<file path="src/design/soat_pkg.sv">
// Shared types, codes and constants for the shape overlap test pipeline.
// No dependencies; imported by every module of the block.
`timescale 1ns / 1ps

package soat_pkg;

   localparam int COORD_BITS_DEFAULT = 16;
   localparam int EPS_BITS = 8;
   localparam logic [EPS_BITS-1:0] EPS_RESET = 8'd1;
   localparam int EPS_SQ_SHIFT = 4;

   typedef enum logic [1:0] {
      KIND_POINT   = 2'd0,
      KIND_CIRCLE  = 2'd1,
      KIND_BOX     = 2'd2,
      KIND_UNKNOWN = 2'd3
   } kind_type;

   typedef enum logic [1:0] {
      VERDICT_MISS       = 2'd0,
      VERDICT_HIT        = 2'd1,
      VERDICT_UNRESOLVED = 2'd2
   } verdict_type;

   typedef enum logic [2:0] {
      TEST_POINT_POINT,
      TEST_CIRCLE_POINT,
      TEST_CIRCLE_CIRCLE,
      TEST_BOX_POINT,
      TEST_BOX_CIRCLE,
      TEST_BOX_BOX,
      TEST_UNKNOWN
   } test_type;

   typedef struct packed {
      logic s1;
      logic s2;
      logic s3;
      logic s4;
      logic s5;
   } stage_en_type;

   // lo holds the lower kind, hi the higher
   function automatic test_type pick_test(kind_type lo, kind_type hi);
      test_type t;
      t = TEST_UNKNOWN;
      if (lo != KIND_UNKNOWN && hi != KIND_UNKNOWN) begin
         case ({lo, hi})
            {KIND_POINT, KIND_POINT}:   t = TEST_POINT_POINT;
            {KIND_POINT, KIND_CIRCLE}:  t = TEST_CIRCLE_POINT;
            {KIND_POINT, KIND_BOX}:     t = TEST_BOX_POINT;
            {KIND_CIRCLE, KIND_CIRCLE}: t = TEST_CIRCLE_CIRCLE;
            {KIND_CIRCLE, KIND_BOX}:    t = TEST_BOX_CIRCLE;
            {KIND_BOX, KIND_BOX}:       t = TEST_BOX_BOX;
            default:                    t = TEST_UNKNOWN;
         endcase
      end
      return t;
   endfunction

endpackage

</file>
<file path="src/design/soat_geom.sv">
// Stages 2 and 3: box edge tests, centre clamp, then absolute distances.
// Depends on soat_pkg; fed by soat_order.
`timescale 1ns / 1ps

module soat_geom
   import soat_pkg::*;
#(
   parameter int COORD_BITS = COORD_BITS_DEFAULT
) (
   input  logic                         clock,
   input  stage_en_type                 en,
   input  logic [EPS_BITS-1:0]          epsilon,
   input  test_type                     test_i,
   input  logic signed [COORD_BITS-1:0] p_x,
   input  logic signed [COORD_BITS-1:0] p_y,
   input  logic signed [COORD_BITS:0]   p_max_x,
   input  logic signed [COORD_BITS:0]   p_max_y,
   input  logic signed [COORD_BITS-1:0] q_x,
   input  logic signed [COORD_BITS-1:0] q_y,
   input  logic signed [COORD_BITS:0]   q_max_x,
   input  logic signed [COORD_BITS:0]   q_max_y,
   input  logic [COORD_BITS-1:0]        reach_i,
   output test_type                     test_o,
   output logic                         box_hit,
   output logic [COORD_BITS-1:0]        dist_x,
   output logic [COORD_BITS-1:0]        dist_y,
   output logic [COORD_BITS-1:0]        reach_o
);

   localparam int CB = COORD_BITS;
   localparam int WB = COORD_BITS + 1;
   localparam int EW = COORD_BITS + 2;

   logic signed [EW-1:0] eps_e;
   logic signed [EW-1:0] px_e, py_e, qx_e, qy_e;
   logic signed [EW-1:0] pmx_e, pmy_e, qmx_e, qmy_e;
   logic                 bp_miss, bb_miss, box_hit_in;
   logic signed [WB-1:0] near_x, near_y, from_x_in, from_y_in;

   test_type             test2_ff, test3_ff;
   logic                 box_hit2_ff, box_hit3_ff;
   logic signed [WB-1:0] from_x_ff, from_y_ff;
   logic signed [CB-1:0] to_x_ff, to_y_ff;
   logic [CB-1:0]        reach2_ff, reach3_ff;

   logic signed [EW-1:0] diff_x, diff_y;
   logic signed [EW-1:0] abs_x, abs_y;
   logic [CB-1:0]        dist_x_ff, dist_y_ff;

   assign eps_e = $signed({{(EW-EPS_BITS){1'b0}}, epsilon});
   assign px_e  = EW'(p_x);
   assign py_e  = EW'(p_y);
   assign qx_e  = EW'(q_x);
   assign qy_e  = EW'(q_y);
   assign pmx_e = EW'(p_max_x);
   assign pmy_e = EW'(p_max_y);
   assign qmx_e = EW'(q_max_x);
   assign qmy_e = EW'(q_max_y);

   // point p against box q
   assign bp_miss = (px_e + eps_e >= qmx_e) || (py_e + eps_e >= qmy_e) ||
                    (px_e - eps_e <= qx_e)  || (py_e - eps_e <= qy_e);
   // box p against box q
   assign bb_miss = (qx_e + eps_e >= pmx_e) || (qy_e + eps_e >= pmy_e) ||
                    (qmx_e - eps_e <= px_e) || (qmy_e - eps_e <= py_e);

   always_comb begin
      case (test_i)
         TEST_BOX_POINT: box_hit_in = !bp_miss;
         TEST_BOX_BOX:   box_hit_in = !bb_miss;
         default:        box_hit_in = 1'b0;
      endcase
   end

   // clamp circle centre p into box q
   always_comb begin
      if (p_x < q_x) begin
         near_x = WB'(q_x);
      end else if (WB'(p_x) > q_max_x) begin
         near_x = q_max_x;
      end else begin
         near_x = WB'(p_x);
      end
      if (p_y < q_y) begin
         near_y = WB'(q_y);
      end else if (WB'(p_y) > q_max_y) begin
         near_y = q_max_y;
      end else begin
         near_y = WB'(p_y);
      end
   end

   always_comb begin
      case (test_i)
         TEST_BOX_CIRCLE: begin
            from_x_in = near_x;
            from_y_in = near_y;
         end
         default: begin
            from_x_in = WB'(q_x);
            from_y_in = WB'(q_y);
         end
      endcase
   end

   always_ff @(posedge clock) begin
      if (en.s2) begin
         test2_ff    <= test_i;
         box_hit2_ff <= box_hit_in;
         from_x_ff   <= from_x_in;
         from_y_ff   <= from_y_in;
         to_x_ff     <= p_x;
         to_y_ff     <= p_y;
         reach2_ff   <= reach_i;
      end
   end

   assign diff_x = EW'(from_x_ff) - EW'(to_x_ff);
   assign diff_y = EW'(from_y_ff) - EW'(to_y_ff);
   assign abs_x  = diff_x[EW-1] ? -diff_x : diff_x;
   assign abs_y  = diff_y[EW-1] ? -diff_y : diff_y;

   always_ff @(posedge clock) begin
      if (en.s3) begin
         test3_ff    <= test2_ff;
         box_hit3_ff <= box_hit2_ff;
         dist_x_ff   <= abs_x[CB-1:0];
         dist_y_ff   <= abs_y[CB-1:0];
         reach3_ff   <= reach2_ff;
      end
   end

   assign test_o  = test3_ff;
   assign box_hit = box_hit3_ff;
   assign dist_x  = dist_x_ff;
   assign dist_y  = dist_y_ff;
   assign reach_o = reach3_ff;

endmodule

</file>
<file path="config.mk">
export PLATFORM = sky130hd
export DESIGN_NAME = soat_geom
export DESIGN_NICKNAME = d
export VERILOG_FILES = /design/src/design/soat_pkg.sv /design/src/design/soat_geom.sv
export SDC_FILE = /design/constraint.sdc
export NUM_CORES = 1
export LEC_CHECK = 0
export BUFFER_PORTS_ARGS = -buffer_cell sky130_fd_sc_hd__buf_2
export CORE_UTILIZATION = 52
export DETAILED_ROUTE_END_ITERATION = 16
export HOLD_SLACK_MARGIN = 0.02
export PLACE_DENSITY = 0.79
export REMOVE_ABC_BUFFERS = 1
export SLEW_MARGIN = 20
export SYNTH_ARGS = -nofsm -noshare
export SYNTH_HDL_FRONTEND = slang
export SYNTH_SLANG_ARGS = --single-unit
</file>
<file path="constraint.sdc">
create_clock -name clock -period 5.3 [get_ports clock]
set_input_delay 0.265 -clock clock [delete_from_list [all_inputs] [get_ports clock]]
set_output_delay 0.265 -clock clock [all_outputs]
set_load 0.05 [all_outputs]
</file>
# After elaboration in Yosys (flattened, before gate mapping)

Index checks and enable logic that the tools add are counted.

Output and inout port bits: 52
Word-level logic and storage cells: 56
Input bits: 165
Register bits after elaboration: 138

$add $sub $neg: 12
Mux-type cells: 9
Reduce and logical (&&, ||, !) cells: 8
Equality and inequality tests: 3
Order comparisons: 12

Operators with widths:

| cell                                                | count |
|---|---|
| two-way mux 17 bit                                  | 6 |
| adder 16 x 9 -> 17 bit                              | 4 |
| greater-or-equal comparator 17 bit                  | 4 |
| <= comparator 18 x 16 -> 1 bit                      | 2 |
| subtractor 17 x 16 -> 18 bit                        | 2 |
| subtractor 17 x 9 -> 18 bit                         | 2 |
| > comparator 16 x 17 -> 1 bit                       | 2 |
| <= comparator 17 x 16 -> 1 bit                      | 2 |
| subtractor 16 x 9 -> 17 bit                         | 2 |
| < comparator 16 bit                                 | 2 |
| two-way mux 16 bit                                  | 2 |
| negation 16 bit                                     | 2 |
| equality test 3 bit, second input constant          | 2 |
| logical OR 1 bit                                    | 6 |
| equality test 3 x 2 -> 1 bit, second input constant | 1 |
| zero test 1 bit                                     | 2 |
| one-hot mux 1 bit (2 select lines)                  | 1 |

# Depth between registers and ports, before layout

Gate-level depths: netlist of the first run.

Word-level depth: 7
Gate-level depth with buffers: 21
Depth with buffers taken out: 21

# Worst setup path after synthesis of the first run

No wires, ideal clock.

Path kind: input port to flip-flop
Start point: in epsilon[1]
End point: reg box_hit2_ff (data pin)
Data arrival time: 3.552 ns
Data required time: 5.043 ns
Slack: 1.492 ns
Setup time: 0.257 ns
Path buffers: 0
Stages: 18
Cells stage by stage: inv_1 ha_1 nor2b_1 o21ai_0 a21boi_0 o21ai_0 a21boi_0 o21a_1 o21a_1 nor3_1 xnor2_1 ha_1 a21o_1 a2111oi_0 o21ai_0 a21oi_1 nor3_1 a32o_1

Word-level cells in the longest chain between the ends: 7
Elaborated cells between the ends (all ways): 25
Classes of those cells: add/sub: 8; order compare: 8; mux: 1; reduce/logical: 8

Ends and longest elaborated chain:

| what                                                         | line                             | RTL |
|---|---|---|
| from (decl)                                                  | soat_geom.sv:12                  | `input logic [EPS_BITS-1:0] epsilon,` |
| adder 16 x 9 -> 17 bit, on equally long branches             | soat_geom.sv:64, soat_geom.sv:61 |  |
| greater-or-equal comparator 17 bit, on equally long branches | soat_geom.sv:64, soat_geom.sv:61 |  |
| logical OR 1 bit, on equally long branches (2 in series)     | soat_geom.sv:64, soat_geom.sv:61 |  |
| logical OR 1 bit, on equally long branches                   | soat_geom.sv:65, soat_geom.sv:62 |  |
| zero test 1 bit, on equally long branches                    | soat_geom.sv:70, soat_geom.sv:69 |  |
| one-hot mux 1 bit (2 select lines) *                         | soat_geom.sv:68                  | `case (test_i)` |
| net box_hit_in                                               | soat_geom.sv:37                  | `logic bp_miss, bb_miss, box_hit_in;` |
| to (signal assigned)                                         | soat_geom.sv:109                 | `box_hit2_ff <= box_hit_in;` |
| to (decl)                                                    | soat_geom.sv:41                  | `logic box_hit2_ff, box_hit3_ff;` |

Mark *: on every way through the listed nets, which the timed path passes. The rest lies on a longest branch.
A chain may end at the register's enable or synchronous reset.

# Worst setup path in the final report of the first run

Ends and elaborated chain as after synthesis.

==> flow_summary.json, run 1 <==
{
  "power.internal_mw": 2.91,
  "ys_types": 70,
  "status": "complete, no violations",
  "syn_to_final_growth_pct": 15.1,
  "switching_share_pct": 39.6,
  "dr_total_vias": 13600,
  "maxSlewHeadroom_pct": 34.1,
  "post_drt_via_cell_ratio": 5.80,
  "seq_power_share_pct": 29.9,
  "switchingPower_mw": 1.90,
  "crit_path_end_kind": "flop",
  "ios": 217,
  "overflow": 0,
  "ys_seq_area_share_pct": 27.0,
  "grt_max_degree": 77,
  "die_h_um": 174,
  "drc": 0,
  "hold_path.class": "in2reg",
  "synth_top_area_share_pct": 27.0,
  "dr.pass1.iters": 6,
  "postCtsResizedCells": 0,
  "fin_nets": 2432,
  "crit_fanout": 9,
  "path_class": "in2reg",
  "p_comb_share_pct": 44.0,
  "min_period_over_period_pct": 86.2,
  "grt_pass1_vias": 13000,
  "max_clock_freq_ghz": 0.219,
  "port_buffers": 213,
  "cts.reportedPaths.clkPinSlew_ns": 0.08,
  "die_area_um2": 30200,
  "h-tree-depth": 4,
  "numCtsBuffers": 17,
  "p_total_mw": 4.81,
  "synthCells": 1719,
  "dp_hpwl_mm": 34.3,
  "wl_per_cell_um": 17.9,
  "yosysWarnings": 0,
  "worstSetupStartpointType": "input pin",
  "cts_tree": "yes",
  "setup_viol": 0,
  "clockBufferDepth": 2,
  "period_needed_ns": 4.57,
  "fin_util_pct": 61.2,
  "synth_seq_cells": 138,
  "antenna_found_initial": 2,
  "drv_slew": 0,
  "vdd_drop_max_uv": 229,
  "post-cts-setup-buffers": 0,
  "worstMarginPinSlew_ns": 0.988,
  "crit_required_ns": 5.62,
  "powerDensity_nw_per_um2": 273,
  "gp_congestion": 0.953,
  "synth_area_um2": 15300,
  "clk_latency_ns": 0.44,
  "clock-root-buffer": "clkbuf_16",
  "synth_ff_type": "edfxtp_1",
  "synth-edff-count": 138,
  "track_usage_pct": 27.7,
  "yosysTopAreaCell": "edfxtp_1",
  "fillCellCount": 2496,
  "pwr-share-clk_pct": 26.1,
  "ant_nets": 0,
  "finalHoldViolations": 0,
  "initial_utilization_pct": 53.1,
  "core_area_um2": 28900,
  "crit_arrival_ns": 4.88,
  "cts.sinks": 138,
  "grt_pass1_wl_mm": 66.1,
  "drive_gt1_share_pct": 13.9,
  "clock_skew_ns": 0.0128,
  "fin_tns_setup_ns": 0,
  "p_leak_nw": 8.63,
  "rsz0062_at_grt": "false",
  "wl_mm": 42.1,
  "die_w_um": 174,
  "syn_avg_cell_area_um2": 8.92,
  "ys_top_cells_by_area": "edfxtp_1 27%, ha_1 25%, xnor2_1 7.3%, inv_1 5.9%, a21o_1 3.8%",
  "drt_iter0_drc": 1048,
  "max-cap-violations": 0,
  "synth_async_sr_flop_share_pct": 0,
  "rows": 62,
  "cts-hold-fix-buffers": 16
}
cell families (layout without fill, tap and decap cells):
logic type / after synthesis / in the layout / synth area share (%)
AND/OR/NAND/NOR: 430 / 430 / 13.6
XOR/XNOR: 149 / 149 / 8.56
flip-flops: 138 / 138 / 27.0
AO/OA/AOI/OAI: 411 / 411 / 17.2
other: 0 / 2 / 0
buffers and inverters: 262 / 511 / 6.59
multiplexers: 17 / 17 / 1.12
adder cells (fa/ha/maj): 312 / 312 / 26.0
cells in the mapped netlist, types with 32 or more instances:
library cell and instances:
a21o_1 78, a21oi_1 113, edfxtp_1 138, ha_1 302
inv_1 242, nand2_1 100, nand3_1 34, nand4_1 39
nor2_1 132, nor2b_1 32, o21ai_0 78, xnor2_1 128
sequential cells by signal, indices dropped and copies added, names as in the netlist:
| name | flops |
|---|---|
| box_hit | 1 |
| box_hit2_ff | 1 |
| dist_x | 16 |
| dist_y | 16 |
| from_x_ff | 17 |
| from_y_ff | 17 |
| reach2_ff | 16 |
| reach_o | 16 |
| test2_ff | 3 |
| test_o | 3 |
| to_x_ff | 16 |
| to_y_ff | 16 |
area by class of cell:
class	instances	area [um^2]	area share (%)
Multi-Input combinational cell	1319	10200	57.8
Timing Repair Buffer	236	1290	7.29
Tap cell	384	480	2.72
Sequential cell	138	4140	23.5
Clock buffer	17	425	2.41
Inverter	243	912	5.17
Antenna cell	2	5.00	0.0284
Clock inverter	15	196	1.11
final timing paths:
path | startpoint | to | slack (ns) | depth (start not counted)
hold / removal | p_y[0] | to_y_ff[0] | 0.12 | 1
hold reg to reg | reach2_ff[1] | reach_o[1] | 0.42 | 0
setup / recovery | epsilon[1] | box_hit2_ff | 0.73 | 19
setup reg to reg | from_x_ff[0] | dist_x[15] | 1.98 | 12
through the flow:
step	worst slack, ns	std cells	instance area [um^2]	hold slack [ns]
CTS	0.744	2351	17600	0.0979
detailed placement	0.310	2303	16800	0.405
floorplan	1.49	1700	15200	0.364
finish	0.734	2354	17700	0.125
global route	0.266	2354	17700	0.118
global placement	0.389	2303	16800	0.401
per-layer routing:
layer | GRT usage, % | wire length [um] | vias to the layer above
li1 | - | - | 6602
met1 | 36.3 | 18500 | 6389
met2 | 46.0 | 19200 | 537
met3 | 3.60 | 2760 | 114
met4 | 12.0 | 1610 | 0
met5 | 0 | 0 | -
worst max-delay path: stages:
cell       delay, ns
buf_2           0.25
inv_1           0.28
fa_1            0.53
nor2b_1         0.13
o21ai_0         0.10
a21boi_0        0.27
o21ai_0         0.16
a21boi_0        0.26
o21ai_0         0.14
a211o_1         0.38
nor2_1          0.15
xnor2_1         0.13
ha_1            0.26
a21oi_1         0.15
o211ai_1        0.11
a2111oi_0       0.79
buf_4           0.24
o31a_1          0.11
a32o_1          0.15
power by group through the flow:
stage | registers, mW | clock network (mW) | logic, mW
2_1_floorplan | 1.77 | 0 | 1.20
3_3_place_gp | 1.46 | 0 | 2.00
3_5_place_dp | 1.46 | 0 | 2.07
4_1_cts | 1.44 | 1.27 | 2.10
5_1_grt | 1.45 | 1.31 | 2.33
6_report | 1.44 | 1.25 | 2.12
placed cells by master, fill, tap and decap left out, drive strengths merged, types with 24 or more instances in the layout:
master	synthesis	layout
ha	302	302
inv	242	252
buf	4	220
edfxtp	138	138
nor2	132	132
xnor2	129	129
a21oi	114	114
nand2	101	101
o21ai	84	84
a21o	78	78
nand4	39	39
nand3	34	34
nor2b	32	32
a31oi	30	30
nor3	24	24
No activity file was read; power rests on OpenSTA's default activity.
==> inputs of run 2 (changes only) <==
Settings changed: GPL_TIMING_DRIVEN set to 0.
==> flow_summary.json, run 2 (synthesized netlist as in run 1, its figures left out) <==
{
  "antenna_found_initial": 2,
  "max_clock_freq_ghz": 0.208,
  "r2r_slack_ns": 1.85,
  "core_area_um2": 28900,
  "pwr-share-clk_pct": 25.0,
  "min_from": "p_y[1]",
  "initial_utilization_pct": 53.1,
  "cts_tree": "yes",
  "min_period_over_period_pct": 90.7,
  "die_w_um": 174,
  "status": "complete, no violations",
  "reg_top3": "from_x_ff x17, from_y_ff x17",
  "clock_skew_ns": 0.00734,
  "crit_arrival_ns": 4.97,
  "fin_ws_ns": 0.492,
  "overflow": 0,
  "hold_path.class": "in2reg",
  "track_usage_pct": 27.2,
  "period_needed_ns": 4.81,
  "die_h_um": 174,
  "rsz0062_at_grt": "false",
  "post_drt_via_cell_ratio": 5.67,
  "drt_iter0_drc": 1000,
  "seq_power_share_pct": 30.4,
  "drv_slew": 0,
  "crit_path_end_kind": "flop",
  "p_total_mw": 4.72,
  "max-cap-violations": 0,
  "drc": 0,
  "powerDensity_nw_per_um2": 268,
  "numCtsBuffers": 17,
  "fin_nets": 2429,
  "p_leak_nw": 8.60,
  "switchingPower_mw": 1.84,
  "grt_pass1_vias": 12600,
  "pre_cts_slack_ns": 0.148,
  "rows": 62,
  "clk_latency_ns": 0.43,
  "finalHoldViolations": 0,
  "grt_pass1_wl_mm": 64.9,
  "gp_congestion": 0.940,
  "crit_fanout": 9,
  "fin_tns_setup_ns": 0,
  "cts.reportedPaths.clkPinSlew_ns": 0.06,
  "wl_mm": 41.1,
  "ff2ff_path_depth": 10,
  "syn_to_final_growth_pct": 15.0,
  "wl_per_cell_um": 17.5,
  "clock-root-buffer": "clkbuf_16",
  "setup_viol": 0,
  "timing.rr.end": "dist_x[4]",
  "port_buffers": 213,
  "cts.sinks": 138,
  "grt_max_degree": 62,
  "hold_depth": 1,
  "die_area_um2": 30200,
  "final_common_cell": "ha_1",
  "dr_total_vias": 13300,
  "p_comb_share_pct": 44.5,
  "ios": 217,
  "maxSlewHeadroom_pct": 37.2,
  "clockBufferDepth": 2,
  "dr.pass1.iters": 5,
  "crit_required_ns": 5.46,
  "ant_nets": 0,
  "worstMarginPinSlew_ns": 0.935,
  "drive_gt1_share_pct": 13.8,
  "h-tree-depth": 4,
  "switching_share_pct": 39.0,
  "fillCellCount": 2489,
  "worstSetupStartpointType": "input pin",
  "postCtsResizedCells": 0,
  "path_class": "in2reg",
  "power.internal_mw": 2.88,
  "regToRegStartpoint": "from_x_ff[1]",
  "vdd_drop_max_uv": 224,
  "dp_hpwl_mm": 34.1,
  "hold_path_end": "to_y_ff[1]",
  "layout_common_cells": "302 x ha_1, 242 x inv_1, 211 x buf_2"
}
==> run 2: changes by cell type in the layout (fill, tap and decap cells not counted), sizes merged <==
cell,before,now
buf,220,217
inv,252,249
clkinvlp,0,2
clkinv,4,5
diode,2,3
==> run 2: power groups by stage <==
stage	sequential (mW)	clock, mW	combinational [mW]
final	1.44	1.18	2.10
after floorplan	1.77	0	1.20
after CTS	1.44	1.20	2.09
after global placement	1.46	0	2.00
after global routing	1.45	1.24	2.32
after detailed placement	1.46	0	2.06
==> run 2: area by class of cell <==
class	count	area, um^2	share of cell area [%]
clock buffers	17	425	2.41
clock inverters	15	161	0.916
diodes	3	7.51	0.0426
multi-input cells	1319	10200	57.9
well taps	384	480	2.73
inverters	243	912	5.17
repair buffers	233	1280	7.29
flip-flops and latches	138	4140	23.5
==> run 2: critical path, cell delays in order <==
cell and delay [ns]:
buf_2 0.27, inv_1 0.29, ha_1 0.35, nor2b_1 0.12, o21ai_0 0.21, a21boi_0 0.15
o21ai_0 0.28, a21boi_0 0.18, o21a_1 0.21, o21ai_0 0.48, nand2_1 0.14, xnor2_1 0.21
ha_1 0.28, nand4_1 0.15, o21ai_0 0.11, a2111oi_0 0.39, o21ai_0 0.30, o31a_1 0.23
a32o_1 0.34
==> run 2: per-stage QoR <==
step / hold WS [ns] / instances / cell area (um^2) / utilization [%]
after floorplan: 0.364 / 1700 / 15200 / -
after global placement: 0.400 / 2297 / 16800 / 58.1
after detailed placement: 0.405 / 2301 / 16900 / 58.4
after CTS: 0.107 / 2349 / 17600 / 61.0
after global routing: 0.112 / 2351 / 17600 / 61.1
final: 0.120 / 2352 / 17600 / 61.1
==> run 2: worst max-delay path by stage <==
| stage | start | end | slack [ns] | depth (start not counted) |
|---|---|---|---|---|
| 3_3_place_gp | epsilon[1] | box_hit2_ff | 0.17 | 19 |
| 6_report | epsilon[1] | box_hit2_ff | 0.49 | 19 |
| 5_1_grt | epsilon[1] | box_hit2_ff | 0.07 | 19 |
| 4_1_cts | epsilon[1] | box_hit2_ff | 0.56 | 19 |
| 3_5_place_dp | epsilon[1] | box_hit2_ff | 0.15 | 19 |
| 2_1_floorplan | epsilon[1] | box_hit2_ff | 1.49 | 18 |
==> run 2: repair_timing <==
action | CTS | global route
hold buffers | 16 | 0
buffers inserted | 0 | 0
endpoints found under the hold margin | 16 | 0
==> run 2: layer usage <==
| layer | vias up | track usage (%) | share of wire [%] |
|---|---|---|---|
| met2 | 478 | 43.7 | 45 |
| li1 | 6610 | - | - |
| met3 | 81 | 3.36 | 6.8 |
| met4 | 0 | 10.3 | 3.1 |
| met1 | 6156 | 37.4 | 45 |
| met5 | - | 0 | 0 |
==> inputs of run 3 (changes only) <==
Settings changed: CELL_PAD_IN_SITES_DETAIL_PLACEMENT set to 0, CELL_PAD_IN_SITES_GLOBAL_PLACEMENT set to 1, CORE_UTILIZATION 52 to 45, CTS_CLUSTER_DIAMETER set to 60, PLACE_DENSITY 0.79 to 0.87.
==> flow_summary.json, run 3 (synthesized netlist as in run 1, its figures left out) <==
{
  "post_drt_via_cell_ratio": 5.46,
  "endpoint": "box_hit2_ff",
  "clock_skew_ns": 0.0114,
  "cts.sinks": 138,
  "placedCellCount": 2365,
  "fin_tns_setup_ns": 0,
  "hold_path.class": "in2reg",
  "finish.instance_area_um2": 17700,
  "clk_latency_ns": 0.44,
  "drc": 0,
  "initial_utilization_pct": 45.7,
  "reg_top3": "from_x_ff x17, from_y_ff x17",
  "crit_fanout": 9,
  "dr_total_vias": 13200,
  "die_area_um2": 34800,
  "cts.reportedPaths.clkPinSlew_ns": 0.07,
  "regToRegStartpoint": "from_x_ff[6]",
  "rsz0062_at_grt": "false",
  "timing.rr.end": "dist_x[13]",
  "drv_slew": 0,
  "maxSlewHeadroom_pct": 36.5,
  "dr.pass1.iters": 7,
  "crit_arrival_ns": 5.08,
  "drt_iter0_drc": 1103,
  "grt_max_degree": 53,
  "dpl_cell_area_um2": 17000,
  "drive_gt1_share_pct": 13.7,
  "h-tree-depth": 4,
  "wl_mm": 42.5,
  "crit_start": "epsilon[1]",
  "period_needed_ns": 4.88,
  "ff2ff_path_depth": 10,
  "crit_path_end_kind": "flop",
  "finalHoldViolations": 0,
  "ios": 217,
  "track_usage_pct": 24.6,
  "core_area_um2": 33500,
  "setup_viol": 0,
  "syn_to_final_growth_pct": 15.4,
  "r2r_slack_ns": 1.73,
  "fillCellCount": 3160,
  "rows": 67,
  "p_leak_nw": 8.58,
  "clock-root-buffer": "clkbuf_16",
  "status": "complete, no violations",
  "p_total_mw": 4.78,
  "cts_tree": "yes",
  "max-cap-violations": 0,
  "antenna_found_initial": 1,
  "fin_util_pct": 52.8,
  "worstMarginPinSlew_ns": 0.946,
  "min_period_over_period_pct": 92.1,
  "fin_ws_ns": 0.418,
  "powerDensity_nw_per_um2": 270,
  "port_buffers": 213,
  "pre_cts_slack_ns": 0.0671,
  "die_h_um": 187,
  "post-cts-setup-buffers": 0,
  "clockBufferDepth": 2,
  "fin_cells": 2414,
  "vdd_drop_max_uv": 167,
  "grt_pass1_vias": 12600,
  "worstSetupStartpointType": "input pin",
  "die_w_um": 187,
  "ant_nets": 0,
  "postCtsResizedCells": 0,
  "fin_nets": 2429,
  "grt_pass1_wl_mm": 67.2,
  "numCtsBuffers": 17,
  "whs_ns": 0.0547,
  "layout_common_cells": "302 x ha_1, 242 x inv_1, 211 x buf_2",
  "path_class": "in2reg",
  "wl_per_cell_um": 17.6,
  "overflow": 0,
  "final_common_cell": "ha_1",
  "max_clock_freq_ghz": 0.205,
  "crit_required_ns": 5.50,
  "dp_hpwl_mm": 34.6,
  "gp_congestion": 0.907
}
-- run 3: changes by cell type in the layout (fill, tap and decap cells not counted) --
cell / delta
buf_4: -1
clkinvlp_4: +3
inv_8: -1
diode_2: -2
inv_6: -3
buf_8: +1
clkbuf_1: +1
-- run 3: timing repair --
item,in CTS,in global routing
setup endpoints to repair,0,0
hold endpoints to repair,16,0
hold buffers,16,0
-- run 3: routing by layer --
layer  track usage, %  wire [um]
met3             3.22       2450
met4             7.19        798
met5                0          0
met1             35.2      20700
met2             38.5      18500
-- run 3: power by group --
group	internal (mW)	total [mW]	switching, mW	leakage [nW]
sequential	1.40	1.44	0.0394	1.35
clock	0.693	1.22	0.525	0.267
combinational	0.779	2.12	1.34	6.96
total	2.87	4.78	1.90	8.58
-- run 3: how the worst min path moves through the flow --
stage | from | endpoint | slack (ns) | depth (start not counted)
6_report | test_i[1] | test2_ff[1] | 0.05 | 1
4_1_cts | test_i[2] | test2_ff[2] | 0.03 | 1
5_1_grt | test_i[2] | test2_ff[2] | 0.04 | 1
3_5_place_dp | reach2_ff[15] | reach_o[15] | 0.40 | 0
3_3_place_gp | reach2_ff[13] | reach_o[13] | 0.40 | 0
2_1_floorplan | reach_i[0] | reach2_ff[0] | 0.36 | 0
-- run 3: worst max-delay path, stage by stage --
cell and delay (ns):
buf_2 0.27, inv_1 0.32, ha_1 0.37, nor2b_1 0.13, o21ai_0 0.20, a21boi_0 0.17
o21ai_0 0.25, a21boi_0 0.16, o21a_1 0.21, o21ai_0 0.50, nand2_1 0.15, xnor2_1 0.25
ha_1 0.29, nand4_1 0.15, o21ai_0 0.13, a2111oi_0 0.37, o21ai_0 0.33, o31a_1 0.25
a32o_1 0.28
-- run 3: area by class of cell --
| class | count | area, um^2 | area share [%] |
|---|---|---|---|
| diodes | 1 | 2.50 | 0.0141 |
| clock buffers | 18 | 429 | 2.43 |
| flip-flops and latches | 138 | 4140 | 23.4 |
| clock inverters | 14 | 146 | 0.827 |
| multi-input cells | 1319 | 10200 | 57.7 |
| inverters | 243 | 912 | 5.15 |
| well taps | 448 | 561 | 3.17 |
| repair buffers | 233 | 1290 | 7.30 |
